===== config.mk =====
export PLATFORM = sky130hd
export DESIGN_NAME = typed_fifo_with_overflow_modes_flat
export DESIGN_NICKNAME = d
export VERILOG_FILES = /design/src/rtl/core/tfifo_pkg.sv /design/src/rtl/core/tfifo_if.sv /design/src/rtl/core/tfifo_cell.sv /design/src/rtl/core/typed_fifo_with_overflow_modes.sv /design/src/flat_wrapper.sv
export SDC_FILE = /design/constraint.sdc
export NUM_CORES = 1
export LEC_CHECK = 0
export BUFFER_PORTS_ARGS = -buffer_cell sky130_fd_sc_hd__buf_2
export CORE_ASPECT_RATIO = 1.5
export CORE_MARGIN = 1
export CORE_UTILIZATION = 50
export CTS_CLUSTER_DIAMETER = 80
export DETAILED_ROUTE_END_ITERATION = 6
export PLACE_DENSITY = 0.7
export SLEW_MARGIN = 10
export SYNTH_ARGS = -nofsm -noshare
export SYNTH_HDL_FRONTEND = slang
export SYNTH_SLANG_ARGS = --single-unit
export TNS_END_PERCENT = 10

===== constraint.sdc =====
create_clock -name clk -period 5 [get_ports clk]
set_clock_uncertainty 0.15 [all_clocks]
set_input_delay 0.75 -clock clk [delete_from_list [all_inputs] [get_ports clk]]
set_output_delay 0.75 -clock clk [all_outputs]
set_load 0.01 [all_outputs]

===== src/rtl/core/tfifo_pkg.sv =====
package tfifo_pkg;

	// field widths fixed by the item format
	localparam int ACTION_W = 2;
	localparam int TAG_W    = 3;
	localparam int STATUS_W = 3;
	localparam int CNT_W    = 5;
	localparam int MODE_W   = 2;
	localparam int CFG_IDX_W  = 1;
	localparam int CFG_DATA_W = 5;

	// largest capacity the 5-bit register can name
	localparam int CAP_LIMIT = 31;

	// actions
	localparam logic [ACTION_W-1:0] ACT_PUSH  = 2'd0;
	localparam logic [ACTION_W-1:0] ACT_POP   = 2'd1;
	localparam logic [ACTION_W-1:0] ACT_PEEK  = 2'd2;
	localparam logic [ACTION_W-1:0] ACT_CLEAR = 2'd3;

	// full-queue policies
	localparam logic [MODE_W-1:0] MODE_BLOCK     = 2'd0;
	localparam logic [MODE_W-1:0] MODE_DROP_NEW  = 2'd1;
	localparam logic [MODE_W-1:0] MODE_DROP_OLD  = 2'd2;

	// result status codes
	localparam logic [STATUS_W-1:0] ST_OK           = 3'd0;
	localparam logic [STATUS_W-1:0] ST_FULL_REJECT  = 3'd1;
	localparam logic [STATUS_W-1:0] ST_NEW_DROPPED  = 3'd2;
	localparam logic [STATUS_W-1:0] ST_OLD_DROPPED  = 3'd3;
	localparam logic [STATUS_W-1:0] ST_EMPTY        = 3'd4;
	localparam logic [STATUS_W-1:0] ST_TAG_MISMATCH = 3'd5;

	// tag value that matches any entry on a pop
	localparam logic [TAG_W-1:0] TAG_ANY = 3'd0;

	// register indexes
	localparam logic [CFG_IDX_W-1:0] REG_FULL_MODE = 1'd0;
	localparam logic [CFG_IDX_W-1:0] REG_CAPACITY  = 1'd1;

	localparam logic [CNT_W-1:0] CAP_RESET = 5'd16;

	// per-slot control from the pointer logic
	typedef struct packed {
		logic wr_en;
		logic rd_sel;
	} cell_ctl_t;

endpackage


===== src/rtl/core/tfifo_if.sv =====
// command channel
interface tfifo_cmd_if #(
	parameter int PAYLOAD_BITS = 64
);
	logic                             valid;
	logic                             ready;
	logic [tfifo_pkg::ACTION_W-1:0]   action;
	logic [tfifo_pkg::TAG_W-1:0]      type_tag;
	logic [PAYLOAD_BITS-1:0]          payload_in;

	modport source (output valid, action, type_tag, payload_in, input ready);
	modport sink   (input valid, action, type_tag, payload_in, output ready);
endinterface

// result channel
interface tfifo_rsp_if #(
	parameter int PAYLOAD_BITS = 64
);
	logic                             valid;
	logic                             ready;
	logic [tfifo_pkg::STATUS_W-1:0]   status;
	logic [PAYLOAD_BITS-1:0]          payload_out;
	logic [tfifo_pkg::TAG_W-1:0]      type_out;
	logic                             is_empty;
	logic                             has_room;
	logic [tfifo_pkg::CNT_W-1:0]      entry_count;

	modport source (output valid, status, payload_out, type_out, is_empty, has_room,
		entry_count, input ready);
	modport sink   (input valid, status, payload_out, type_out, is_empty, has_room,
		entry_count, output ready);
endinterface

// register write channel
interface tfifo_cfg_if;
	logic                              valid;
	logic                              ready;
	logic [tfifo_pkg::CFG_IDX_W-1:0]   index;
	logic [tfifo_pkg::CFG_DATA_W-1:0]  data;

	modport source (output valid, index, data, input ready);
	modport sink   (input valid, index, data, output ready);
endinterface


===== src/rtl/core/tfifo_cell.sv =====
module tfifo_cell #(
	parameter int PAYLOAD_BITS = 64
) (
	input  logic                          clk,
	input  tfifo_pkg::cell_ctl_t          ctl,
	input  logic [tfifo_pkg::TAG_W-1:0]   wr_tag,
	input  logic [PAYLOAD_BITS-1:0]       wr_payload,
	input  logic [tfifo_pkg::TAG_W-1:0]   rd_tag_prev,
	input  logic [PAYLOAD_BITS-1:0]       rd_payload_prev,
	output logic [tfifo_pkg::TAG_W-1:0]   rd_tag_next,
	output logic [PAYLOAD_BITS-1:0]       rd_payload_next
);

	logic [tfifo_pkg::TAG_W-1:0] tag_q;
	logic [PAYLOAD_BITS-1:0]     payload_q;

	// slot storage, written when the tail points here
	always_ff @(posedge clk) begin
		if (ctl.wr_en) begin
			tag_q     <= wr_tag;
			payload_q <= wr_payload;
		end
	end

	// read chain: merge own entry when the head points here
	assign rd_tag_next     = rd_tag_prev | (ctl.rd_sel ? tag_q : '0);
	assign rd_payload_next = rd_payload_prev | (ctl.rd_sel ? payload_q : '0);

endmodule


===== src/rtl/core/typed_fifo_with_overflow_modes.sv =====
// Typed ring-buffer queue with a configurable full-queue policy.
// The result is registered and valid in the cycle after the command transfer; the head slot is
// read through the cell chain. Throughput: one command per cycle while results are taken.
// The result register frees as its transfer completes, so a new command is taken alongside it.
// Reset clears pointers, count, policy (block) and capacity (16); slot contents are not reset.
module typed_fifo_with_overflow_modes #(
	parameter int DEPTH        = 16,
	parameter int PAYLOAD_BITS = 64
) (
	input  logic        clk,
	input  logic        arst_n,
	tfifo_cmd_if.sink   cmd,
	tfifo_rsp_if.source rsp,
	tfifo_cfg_if.sink   cfg
);

	localparam int NCELL = (DEPTH < tfifo_pkg::CAP_LIMIT) ? DEPTH : tfifo_pkg::CAP_LIMIT;
	localparam int PTR_W = (NCELL > 1) ? $clog2(NCELL) : 1;
	localparam int CW    = tfifo_pkg::CNT_W;
	localparam int TW    = tfifo_pkg::TAG_W;

	// configuration and pointer state
	logic [tfifo_pkg::MODE_W-1:0] full_mode_q;
	logic [CW-1:0]                capacity_q;
	logic [PTR_W-1:0]             head_q;
	logic [PTR_W-1:0]             tail_q;
	logic [CW-1:0]                count_q;

	// result register
	logic                         rsp_valid_q;
	logic [tfifo_pkg::STATUS_W-1:0] status_q;
	logic [PAYLOAD_BITS-1:0]      payload_q;
	logic [TW-1:0]                type_q;
	logic                         empty_q;
	logic                         room_q;
	logic [CW-1:0]                entry_count_q;

	logic                         cmd_fire;
	logic [CW-1:0]                cap_eff;
	logic                         is_full;
	logic                         do_store;
	logic                         do_drop;
	logic                         do_clear;
	logic [tfifo_pkg::STATUS_W-1:0] status_d;
	logic                         read_ok;
	logic [PTR_W-1:0]             head_d;
	logic [PTR_W-1:0]             tail_d;
	logic [CW-1:0]                count_d;

	logic [TW-1:0]                chain_tag [NCELL+1];
	logic [PAYLOAD_BITS-1:0]      chain_pay [NCELL+1];
	tfifo_pkg::cell_ctl_t         cell_ctl  [NCELL];

	function automatic logic [PTR_W-1:0] advance(input logic [PTR_W-1:0] ptr,
		input logic [CW-1:0] cap);
		logic [CW-1:0] nxt;
		nxt = CW'(ptr) + CW'(1);
		return (nxt >= cap) ? '0 : PTR_W'(nxt);
	endfunction

	assign cfg.ready = 1'b1;
	assign cmd.ready = !rsp_valid_q || rsp.ready;
	assign cmd_fire  = cmd.valid && cmd.ready;

	// effective capacity: zero acts as one, above the slot count clamps
	always_comb begin
		if (capacity_q == '0) begin
			cap_eff = CW'(1);
		end else if (capacity_q > CW'(NCELL)) begin
			cap_eff = CW'(NCELL);
		end else begin
			cap_eff = capacity_q;
		end
	end

	assign is_full = (count_q >= cap_eff);

	// row of slot cells with the head read chain
	assign chain_tag[0] = '0;
	assign chain_pay[0] = '0;

	for (genvar i = 0; i < NCELL; i++) begin : g_cell
		assign cell_ctl[i].wr_en  = cmd_fire && do_store && (tail_q == PTR_W'(i));
		assign cell_ctl[i].rd_sel = (head_q == PTR_W'(i));

		tfifo_cell #(
			.PAYLOAD_BITS(PAYLOAD_BITS)
		) u_cell (
			.clk             (clk),
			.ctl             (cell_ctl[i]),
			.wr_tag          (cmd.type_tag),
			.wr_payload      (cmd.payload_in),
			.rd_tag_prev     (chain_tag[i]),
			.rd_payload_prev (chain_pay[i]),
			.rd_tag_next     (chain_tag[i+1]),
			.rd_payload_next (chain_pay[i+1])
		);
	end

	// command decode and next pointer state
	always_comb begin
		do_store = 1'b0;
		do_drop  = 1'b0;
		do_clear = 1'b0;
		read_ok  = 1'b0;
		status_d = tfifo_pkg::ST_OK;
		unique case (cmd.action) inside
			tfifo_pkg::ACT_PUSH: begin
				if (!is_full) begin
					do_store = 1'b1;
				end else if (full_mode_q == tfifo_pkg::MODE_DROP_NEW) begin
					status_d = tfifo_pkg::ST_NEW_DROPPED;
				end else if (full_mode_q == tfifo_pkg::MODE_DROP_OLD) begin
					do_store = 1'b1;
					do_drop  = 1'b1;
					status_d = tfifo_pkg::ST_OLD_DROPPED;
				end else begin
					status_d = tfifo_pkg::ST_FULL_REJECT;
				end
			end
			tfifo_pkg::ACT_POP,
			tfifo_pkg::ACT_PEEK: begin
				if (count_q == '0) begin
					status_d = tfifo_pkg::ST_EMPTY;
				end else if (cmd.action == tfifo_pkg::ACT_POP
						&& cmd.type_tag != tfifo_pkg::TAG_ANY
						&& chain_tag[NCELL] != cmd.type_tag) begin
					status_d = tfifo_pkg::ST_TAG_MISMATCH;
				end else begin
					read_ok = 1'b1;
					do_drop = (cmd.action == tfifo_pkg::ACT_POP);
				end
			end
			tfifo_pkg::ACT_CLEAR: begin
				do_clear = 1'b1;
			end
			default: begin
				do_clear = 1'b0;
			end
		endcase

		head_d  = do_drop ? advance(head_q, cap_eff) : head_q;
		tail_d  = do_store ? advance(tail_q, cap_eff) : tail_q;
		count_d = count_q;
		if (do_store && !do_drop) begin
			count_d = count_q + CW'(1);
		end else if (do_drop && !do_store) begin
			count_d = count_q - CW'(1);
		end
		if (do_clear) begin
			head_d  = '0;
			tail_d  = '0;
			count_d = '0;
		end
	end

	// register writes
	always_ff @(posedge clk or negedge arst_n) begin
		if (!arst_n) begin
			full_mode_q <= tfifo_pkg::MODE_BLOCK;
			capacity_q  <= tfifo_pkg::CAP_RESET;
		end else if (cfg.valid) begin
			unique case (cfg.index)
				tfifo_pkg::REG_FULL_MODE: full_mode_q <= cfg.data[tfifo_pkg::MODE_W-1:0];
				tfifo_pkg::REG_CAPACITY:  capacity_q  <= cfg.data;
				default:                  capacity_q  <= capacity_q;
			endcase
		end
	end

	// pointer and count update
	always_ff @(posedge clk or negedge arst_n) begin
		if (!arst_n) begin
			head_q  <= '0;
			tail_q  <= '0;
			count_q <= '0;
		end else if (cmd_fire) begin
			head_q  <= head_d;
			tail_q  <= tail_d;
			count_q <= count_d;
		end
	end

	// result valid
	always_ff @(posedge clk or negedge arst_n) begin
		if (!arst_n) begin
			rsp_valid_q <= 1'b0;
		end else if (cmd_fire) begin
			rsp_valid_q <= 1'b1;
		end else if (rsp.ready) begin
			rsp_valid_q <= 1'b0;
		end
	end

	// result payload
	always_ff @(posedge clk) begin
		if (cmd_fire) begin
			status_q      <= status_d;
			payload_q     <= read_ok ? chain_pay[NCELL] : '0;
			type_q        <= read_ok ? chain_tag[NCELL] : '0;
			empty_q       <= (count_d == '0);
			room_q        <= (count_d < cap_eff);
			entry_count_q <= count_d;
		end
	end

	assign rsp.valid       = rsp_valid_q;
	assign rsp.status      = status_q;
	assign rsp.payload_out = payload_q;
	assign rsp.type_out    = type_q;
	assign rsp.is_empty    = empty_q;
	assign rsp.has_room    = room_q;
	assign rsp.entry_count = entry_count_q;

endmodule


===== src/flat_wrapper.sv =====
// flat-port wrapper written by rule: the top's interface ports become plain ports
module typed_fifo_with_overflow_modes_flat 
#(
	parameter int DEPTH        = 16,
	parameter int PAYLOAD_BITS = 64
)
  (clk, arst_n, cmd_valid, cmd_action, cmd_type_tag, cmd_payload_in, cmd_ready, rsp_valid, rsp_status, rsp_payload_out, rsp_type_out, rsp_is_empty, rsp_has_room, rsp_entry_count, rsp_ready, cfg_valid, cfg_index, cfg_data, cfg_ready);
  tfifo_cmd_if #(.PAYLOAD_BITS(PAYLOAD_BITS)) cmd_i ();
  tfifo_rsp_if #(.PAYLOAD_BITS(PAYLOAD_BITS)) rsp_i ();
  tfifo_cfg_if cfg_i ();
  input  logic clk;
  input  logic arst_n;
  input wire logic [$bits(cmd_i.valid)-1:0] cmd_valid;
  input wire logic [$bits(cmd_i.action)-1:0] cmd_action;
  input wire logic [$bits(cmd_i.type_tag)-1:0] cmd_type_tag;
  input wire logic [$bits(cmd_i.payload_in)-1:0] cmd_payload_in;
  output wire logic [$bits(cmd_i.ready)-1:0] cmd_ready;
  output wire logic [$bits(rsp_i.valid)-1:0] rsp_valid;
  output wire logic [$bits(rsp_i.status)-1:0] rsp_status;
  output wire logic [$bits(rsp_i.payload_out)-1:0] rsp_payload_out;
  output wire logic [$bits(rsp_i.type_out)-1:0] rsp_type_out;
  output wire logic [$bits(rsp_i.is_empty)-1:0] rsp_is_empty;
  output wire logic [$bits(rsp_i.has_room)-1:0] rsp_has_room;
  output wire logic [$bits(rsp_i.entry_count)-1:0] rsp_entry_count;
  input wire logic [$bits(rsp_i.ready)-1:0] rsp_ready;
  input wire logic [$bits(cfg_i.valid)-1:0] cfg_valid;
  input wire logic [$bits(cfg_i.index)-1:0] cfg_index;
  input wire logic [$bits(cfg_i.data)-1:0] cfg_data;
  output wire logic [$bits(cfg_i.ready)-1:0] cfg_ready;
  assign cmd_i.valid = cmd_valid;
  assign cmd_i.action = cmd_action;
  assign cmd_i.type_tag = cmd_type_tag;
  assign cmd_i.payload_in = cmd_payload_in;
  assign cmd_ready = cmd_i.ready;
  assign rsp_valid = rsp_i.valid;
  assign rsp_status = rsp_i.status;
  assign rsp_payload_out = rsp_i.payload_out;
  assign rsp_type_out = rsp_i.type_out;
  assign rsp_is_empty = rsp_i.is_empty;
  assign rsp_has_room = rsp_i.has_room;
  assign rsp_entry_count = rsp_i.entry_count;
  assign rsp_i.ready = rsp_ready;
  assign cfg_i.valid = cfg_valid;
  assign cfg_i.index = cfg_index;
  assign cfg_i.data = cfg_data;
  assign cfg_ready = cfg_i.ready;
  typed_fifo_with_overflow_modes #(.DEPTH(DEPTH), .PAYLOAD_BITS(PAYLOAD_BITS)) u_core (.clk(clk), .arst_n(arst_n), .cmd(cmd_i), .rsp(rsp_i), .cfg(cfg_i));
endmodule

==> results.json, run 1 <==
{
  "min_period_over_period_pct": 93.8,
  "final_cell_mix": "edfxtp_1 (1149), a221oi_1 (177), a22o_1 (176)",
  "die_w_um": 241,
  "routed_wl_um": 113000,
  "dr.first_iter.drc_count": 2932,
  "timing_hold_violations_final": 0,
  "syn-num-nets": 2355,
  "yosysSeqAreaShare_pct": 82.1,
  "cpPeakStageDelay_ps": 650,
  "status": "finished clean",
  "max_slew_margin_pct": 26.2,
  "whs_ps": 113,
  "dieHeight_um": 360,
  "crit_fanout": 34,
  "async_flop_share_pct": 1.79,
  "drive_gt1_share_pct": 17.0,
  "grt_usage_pct": 26.1,
  "use_met2_pct": 43.0,
  "max-cap-violations": 0,
  "cp.required_ps": 5210,
  "clk_path_buf_depth": 3,
  "crit_chain": "nor3_1 -> nor2_1 -> nor2_1 -> ha_1 -> nand2b_1 -> a21o_1 -> a21o_1 -> a2111oi_0 -> a211oi_1 -> buf_4 -> nor2_1 -> and3b_1 -> and2_4 -> buf_12",
  "hold_depth": 2,
  "leakagePower_nw": 15.5,
  "gp_congestion": 0.835,
  "htree_levels": 3,
  "cts_tree": "done",
  "top_usage_layer": "met2",
  "via_per_inst": 6.61,
  "hold_class": "input port to register",
  "final_common_cell": "edfxtp_1",
  "fillerInstances": 6062,
  "rsz0062_at_grt": "false",
  "setup_viol": 0,
  "r2r_slack_ps": 310,
  "cts.sinks": 1170,
  "drv_slew": 0,
  "dp_hpwl_um": 59600,
  "synthDistinctLibCells": 58,
  "worst_pin_slew_ps": 1110,
  "drc_errors": 0,
  "grt_pass1_vias": 24300,
  "vdd_drop_max_v": 0.000280,
  "placed_cell_area_um2": 45400,
  "cts_root_buf": "clkbuf_16",
  "wire_per_inst_um": 30.9,
  "area_delta_synth_final_pct": 14.1,
  "crit_type": "register to register",
  "crit_top_cell": "nor2_1",
  "yosysWarningCount": 0,
  "r2r_cells": 14,
  "setup_tns_ps": 0,
  "cp-end-kind": "register",
  "avgSynthCellArea_um2": 19.0,
  "synth_flop_cell": "edfxtp_1",
  "vias": 24100,
  "netlist_area_um2": 42700,
  "critPathBufInv": 2,
  "clock_latency_ps": 700,
  "layout_min_cycle_time_ps": 4690,
  "ys_seq_elements": 1170,
  "num_rows": 130,
  "use_met1_pct": 33.5,
  "ioPinCount": 160,
  "numCtsBuffers": 100,
  "clock.fmax_mhz": 213,
  "critPathLaunchType": "register",
  "synthCells": 2241,
  "hp-start": "cmd_valid",
  "die-area_um2": 86500,
  "r2r-end": "u_core.g_cell[9].u_cell.payload_q[58]",
  "drt_pass1_iterations": 7,
  "grt_pass1_wl_um": 161000,
  "numPortBuffers": 158,
  "initial_core_util_pct": 50.7,
  "final_area_um2": 48700,
  "cp_data_arrival_time_ps": 4900,
  "hold_end": "u_core.rsp.valid",
  "grt_max_degree": 68,
  "synth_edf_count": 1149,
  "grt_antenna_before_repair": 11,
  "grt_overflow": 0,
  "reg2reg_from": "u_core.capacity_q[1]",
  "cp_top_family": "simple AND/OR/NAND/NOR gates",
  "fp.coreArea_um2": 84100,
  "use_met3_pct": 5.25,
  "nets": 2555,
  "crit_slowest_cell": "a2111oi_0",
  "ant_nets": 0,
  "clk_pin_slew_worst_paths_ps": 70,
  "power.density_nw_per_um2": 417
}
cells in the mapped netlist, types with 2 or more instances:
cell type | instances | area share [%]
and4_1 | 2 | 0.041
buf_1 | 20 | 0.18
a211o_1 | 2 | 0.041
a2111oi_0 | 2 | 0.041
a21oi_1 | 9 | 0.11
nor2_1 | 34 | 0.30
inv_1 | 17 | 0.15
nand2b_1 | 9 | 0.13
a21o_1 | 6 | 0.11
nor3_1 | 8 | 0.094
a211oi_1 | 2 | 0.035
nand4_1 | 14 | 0.21
o31ai_1 | 3 | 0.053
edfxtp_1 | 1149 | 81
o311ai_0 | 2 | 0.041
a22o_1 | 176 | 3.6
a31oi_1 | 63 | 0.92
and2_1 | 27 | 0.40
mux2_2 | 10 | 0.26
nand2_1 | 33 | 0.29
ha_1 | 34 | 1.0
and3b_1 | 2 | 0.041
a222oi_1 | 6 | 0.14
and3_1 | 64 | 0.94
o21ai_0 | 14 | 0.16
nand3_1 | 12 | 0.14
dfrtp_1 | 20 | 1.2
xnor2_1 | 4 | 0.082
buf_2 | 8 | 0.094
clkbuf_1 | 102 | 0.90
nor2b_1 | 8 | 0.12
mux2i_1 | 8 | 0.19
a22oi_1 | 168 | 3.0
xor2_1 | 3 | 0.062
a221oi_1 | 177 | 3.6
worst max path at each step:
stage / from / to / slack, ps / depth (start not counted)
final: u_core.capacity_q[1] / u_core.g_cell[9].u_cell.payload_q[58] / 310 / 14
after detailed placement: u_core.capacity_q[1] / u_core.g_cell[1].u_cell.payload_q[42] / 310 / 13
after CTS: u_core.capacity_q[1] / u_core.g_cell[3].u_cell.payload_q[50] / 290 / 13
after global routing: u_core.capacity_q[1] / u_core.rsp.has_room / 30 / 20
after floorplan: u_core.capacity_q[1] / u_core.g_cell[4].u_cell.payload_q[0] / 30 / 12
after global placement: u_core.capacity_q[1] / u_core.rsp.has_room / 340 / 20
through the flow:
stage | instances | util (%) | setup slack (ps) | power (W)
5_1_grt | 3647 | 57.9 | 25.4 | 0.0208
2_1_floorplan | 2241 | - | 27.7 | 0.0121
3_3_place_gp | 3460 | 54.0 | 340 | 0.0127
6_report | 3648 | 57.9 | 308 | 0.0203
4_1_cts | 3646 | 57.9 | 288 | 0.0204
3_5_place_dp | 3460 | 54.0 | 312 | 0.0128
registers in the layout (all words and copies together), names as in the netlist:
signal and count:
u_core.g_cell.u_cell.tag_q 48, u_core.rsp.payload_out 64, u_core.head_q 4, u_core.tail_q 4
u_core.g_cell.u_cell.payload_q 1024, u_core.rsp.valid 1, u_core.rsp.type_out 3, u_core.rsp.status 3
u_core.rsp.is_empty 1, u_core.rsp.has_room 1, u_core.count_q 5, u_core.rsp.entry_count 5
u_core.full_mode_q 2, u_core.capacity_q 5
report_power, final:
| part | leakage (nW) | internal, W | switching [W] |
|---|---|---|---|
| clock | 1.59 | 0.00428 | 0.00346 |
| sequential | 10.7 | 0.0110 | 0.000121 |
| combinational | 3.27 | 0.000473 | 0.000928 |
logic make-up after synthesis:
kind of cell / Yosys count / share of synthesized area [%]
muxes: 19 / 0.487
and+or+nand+nor: 220 / 2.85
adders and majority gates: 34 / 0.997
AOI/OAI and AO/OA: 641 / 12.1
other: 1 / 0.00879
xor gates and xnor gates: 7 / 0.144
buffers and inverters: 149 / 1.34
DFF: 1170 / 82.1
layer usage:
metal / vias up / part of all wire, %
li1: 9906 / -
met1: 12300 / 37
met2: 1580 / 49
met3: 270 / 9.7
met4: 16 / 3.9
met5: - / 0.096
worst register-to-register path, delay by kind of cell (launching register included):
family	cells	cell delay (ps)
buffers and inverters	2	600
adder cells (fa/ha/maj)	1	310
AO/OA/AOI/OAI	4	1190
AND/OR/NAND/NOR	7	1670
flip-flops	1	400
what timing repair did:
action / 4_1_cts / 5_1_grt
hold buffers: 1 / 0
buffers inserted: 0 / 0
hold endpoints to repair: 20 / 0
endpoints found under the setup margin: 0 / 164
gates resized for setup: 0 / 1
cell type report:
type | instances | area [um2] | area share, %
Antenna cell | 2 | 5.00 | 0.0103
Clock inverter | 65 | 643 | 1.32
Multi-Input combinational cell | 922 | 7180 | 14.7
Timing Repair Buffer | 229 | 1740 | 3.57
Inverter | 18 | 70.1 | 0.144
Clock buffer | 120 | 2620 | 5.38
Sequential cell | 1170 | 35000 | 71.9
Tap cell | 1122 | 1400 | 2.88
Power figures use the tool's default switching activity.
==> inputs of run 2 (changes only) <==
- PLACE_DENSITY: 0.7 -> 0.68
- clock period: 5 -> 4.55 ns (I/O delays scaled with it)
==> run 2 against run 1 <==
Against the previous run: global-route usage down 0.066 points; core utilization up 0.40 points; sequential share of layout area down 0.50 points; critical path depth down 1; fmax up 9.5%; hold slack worse by 73 ps; final area up 0.69%; critical path type unchanged; largest power group unchanged.
==> results.json, run 2 (synthesized netlist as in run 1, its figures left out) <==
{
  "final_common_cell": "edfxtp_1",
  "max_slew_margin_pct": 44.8,
  "crit_fanout": 19,
  "r2r_slack_ps": 260,
  "max-cap-violations": 0,
  "power_w": 0.0223,
  "clock_latency_ps": 700,
  "critPathLaunchType": "register",
  "grt_antenna_before_repair": 12,
  "crit_slowest_cell": "and2_4",
  "r2r_cells": 13,
  "routed_wl_um": 113000,
  "layout_min_cycle_time_ps": 4290,
  "cp_data_arrival_time_ps": 4510,
  "largest_reg_flops": 1024,
  "critPathBufInv": 2,
  "clk_pin_slew_worst_paths_ps": 70,
  "whs_ps": 40.0,
  "final_cell_mix": "edfxtp_1 (1149), a221oi_1 (176), a22o_1 (176)",
  "ant_nets": 0,
  "numPortBuffers": 158,
  "reg2reg_from": "u_core.capacity_q[1]",
  "cpPeakStageDelay_ps": 570,
  "clk_path_buf_depth": 3,
  "gp_congestion": 0.861,
  "grt_max_degree": 65,
  "worst_pin_slew_ps": 828,
  "initial_core_util_pct": 50.7,
  "dieHeight_um": 360,
  "ioPinCount": 160,
  "hold_end": "u_core.rsp.valid",
  "die_w_um": 241,
  "ff_latch_area_um2": 35000,
  "setup_viol": 0,
  "min_period_over_period_pct": 94.2,
  "startpoint": "u_core.capacity_q[1]",
  "clock.fmax_mhz": 233,
  "die-area_um2": 86500,
  "crit_chain": "nor3_1 -> nor2_1 -> nor2_1 -> ha_1 -> nand2b_1 -> a21o_1 -> a21o_1 -> a2111oi_1 -> a211oi_1 -> buf_4 -> nor4_1 -> and2_4 -> buf_12",
  "drt_pass1_iterations": 7,
  "cp.required_ps": 4770,
  "cp_top_family": "simple AND/OR/NAND/NOR gates",
  "setup_tns_ps": 0,
  "final_area_um2": 49000,
  "grt_pass1_vias": 24100,
  "fillerInstances": 6112,
  "rsz0062_at_grt": "false",
  "multiInputGateArea_um2": 7200,
  "post_cts_buffers": 0,
  "grt_pass1_wl_um": 162000,
  "crit_type": "register to register",
  "dp_hpwl_um": 61900,
  "hp-start": "cmd_valid",
  "fp.coreArea_um2": 84100,
  "drive_gt1_share_pct": 18.0,
  "regMostFlops": "u_core.g_cell.u_cell.payload_q",
  "cts.sinks": 1170,
  "dr.first_iter.drc_count": 3017,
  "r2r-end": "u_core.g_cell[1].u_cell.payload_q[58]",
  "drv_slew": 0,
  "cp-end-kind": "register",
  "timing_hold_violations_final": 0,
  "num_rows": 130,
  "wire_per_inst_um": 30.7,
  "cts_root_buf": "clkbuf_16",
  "vias": 23800,
  "hold_class": "input port to register",
  "vdd_drop_max_v": 0.000320,
  "htree_levels": 3,
  "numCtsBuffers": 101,
  "grt_usage_pct": 26.0,
  "leakagePower_nw": 15.7,
  "via_per_inst": 6.49,
  "grt_overflow": 0,
  "nets": 2580,
  "power.density_nw_per_um2": 454,
  "cts_tree": "done",
  "status": "finished clean",
  "drc_errors": 0,
  "hold_depth": 2,
  "area_delta_synth_final_pct": 14.9,
  "placed_cell_area_um2": 45700
}
[run 2: cell types whose count changed in the layout (fill, tap and decap cells not counted), moves of 2 or more]
cell and change:
buf_4 +12, mux2i_2 +2, ha_2 +2, clkinv_4 -5
diode_2 +3, ha_1 -2, inv_6 +5, clkinv_1 -3
mux2i_1 -2, buf_12 +12, clkinv_8 +2, bufinv_16 -2
[run 2: area by class of cell]
cell class	instances	share of cell area (%)
Sequential cell	1170	71.5
Inverter	18	0.143
Timing Repair Buffer	253	4.22
Multi-Input combinational cell	922	14.7
Clock inverter	63	1.26
Clock buffer	121	5.35
Tap cell	1122	2.86
Antenna cell	5	0.0255
[run 2: worst max-delay path by stage]
stage	cells past startpoint	end	slack (ps)
after global placement	18	u_core.rsp.has_room	220
after global routing	20	u_core.rsp.has_room	20
after CTS	18	u_core.rsp.has_room	180
final	13	u_core.g_cell[1].u_cell.payload_q[58]	260
after floorplan	12	u_core.g_cell[5].u_cell.payload_q[0]	-420
after detailed placement	18	u_core.rsp.has_room	220
[run 2: report_power, final]
group	total (W)	internal, W	switching (W)
clock network	0.00845	0.00461	0.00384
registers	0.0122	0.0121	0.000107
logic	0.00159	0.000541	0.00105
total	0.0223	0.0173	0.00499
[run 2: metal layers]
| metal | GRT usage (%) | up-vias | part of all wire (%) |
|---|---|---|---|
| met5 | 0 | - | 0.092 |
| met4 | 9.33 | 16 | 3.1 |
| met3 | 3.82 | 235 | 8.8 |
| met2 | 44.4 | 1317 | 51 |
| met1 | 33.8 | 12300 | 37 |
| li1 | - | 9951 | - |
[run 2: metrics by stage]
step                      util (%)  setup slack [ps]  cells
after global placement        54.4               217   3484
after detailed placement      54.4               219   3484
after global routing          58.3              24.9   3670
final                         58.3               264   3674
after floorplan                  -              -421   2241
after CTS                     58.3               185   3669
[run 2: repair_timing]
item                       CTS  global route
hold buffers                 1             0
setup endpoints to repair    0            24
hold endpoints to repair    20             0
resized for setup            0             7
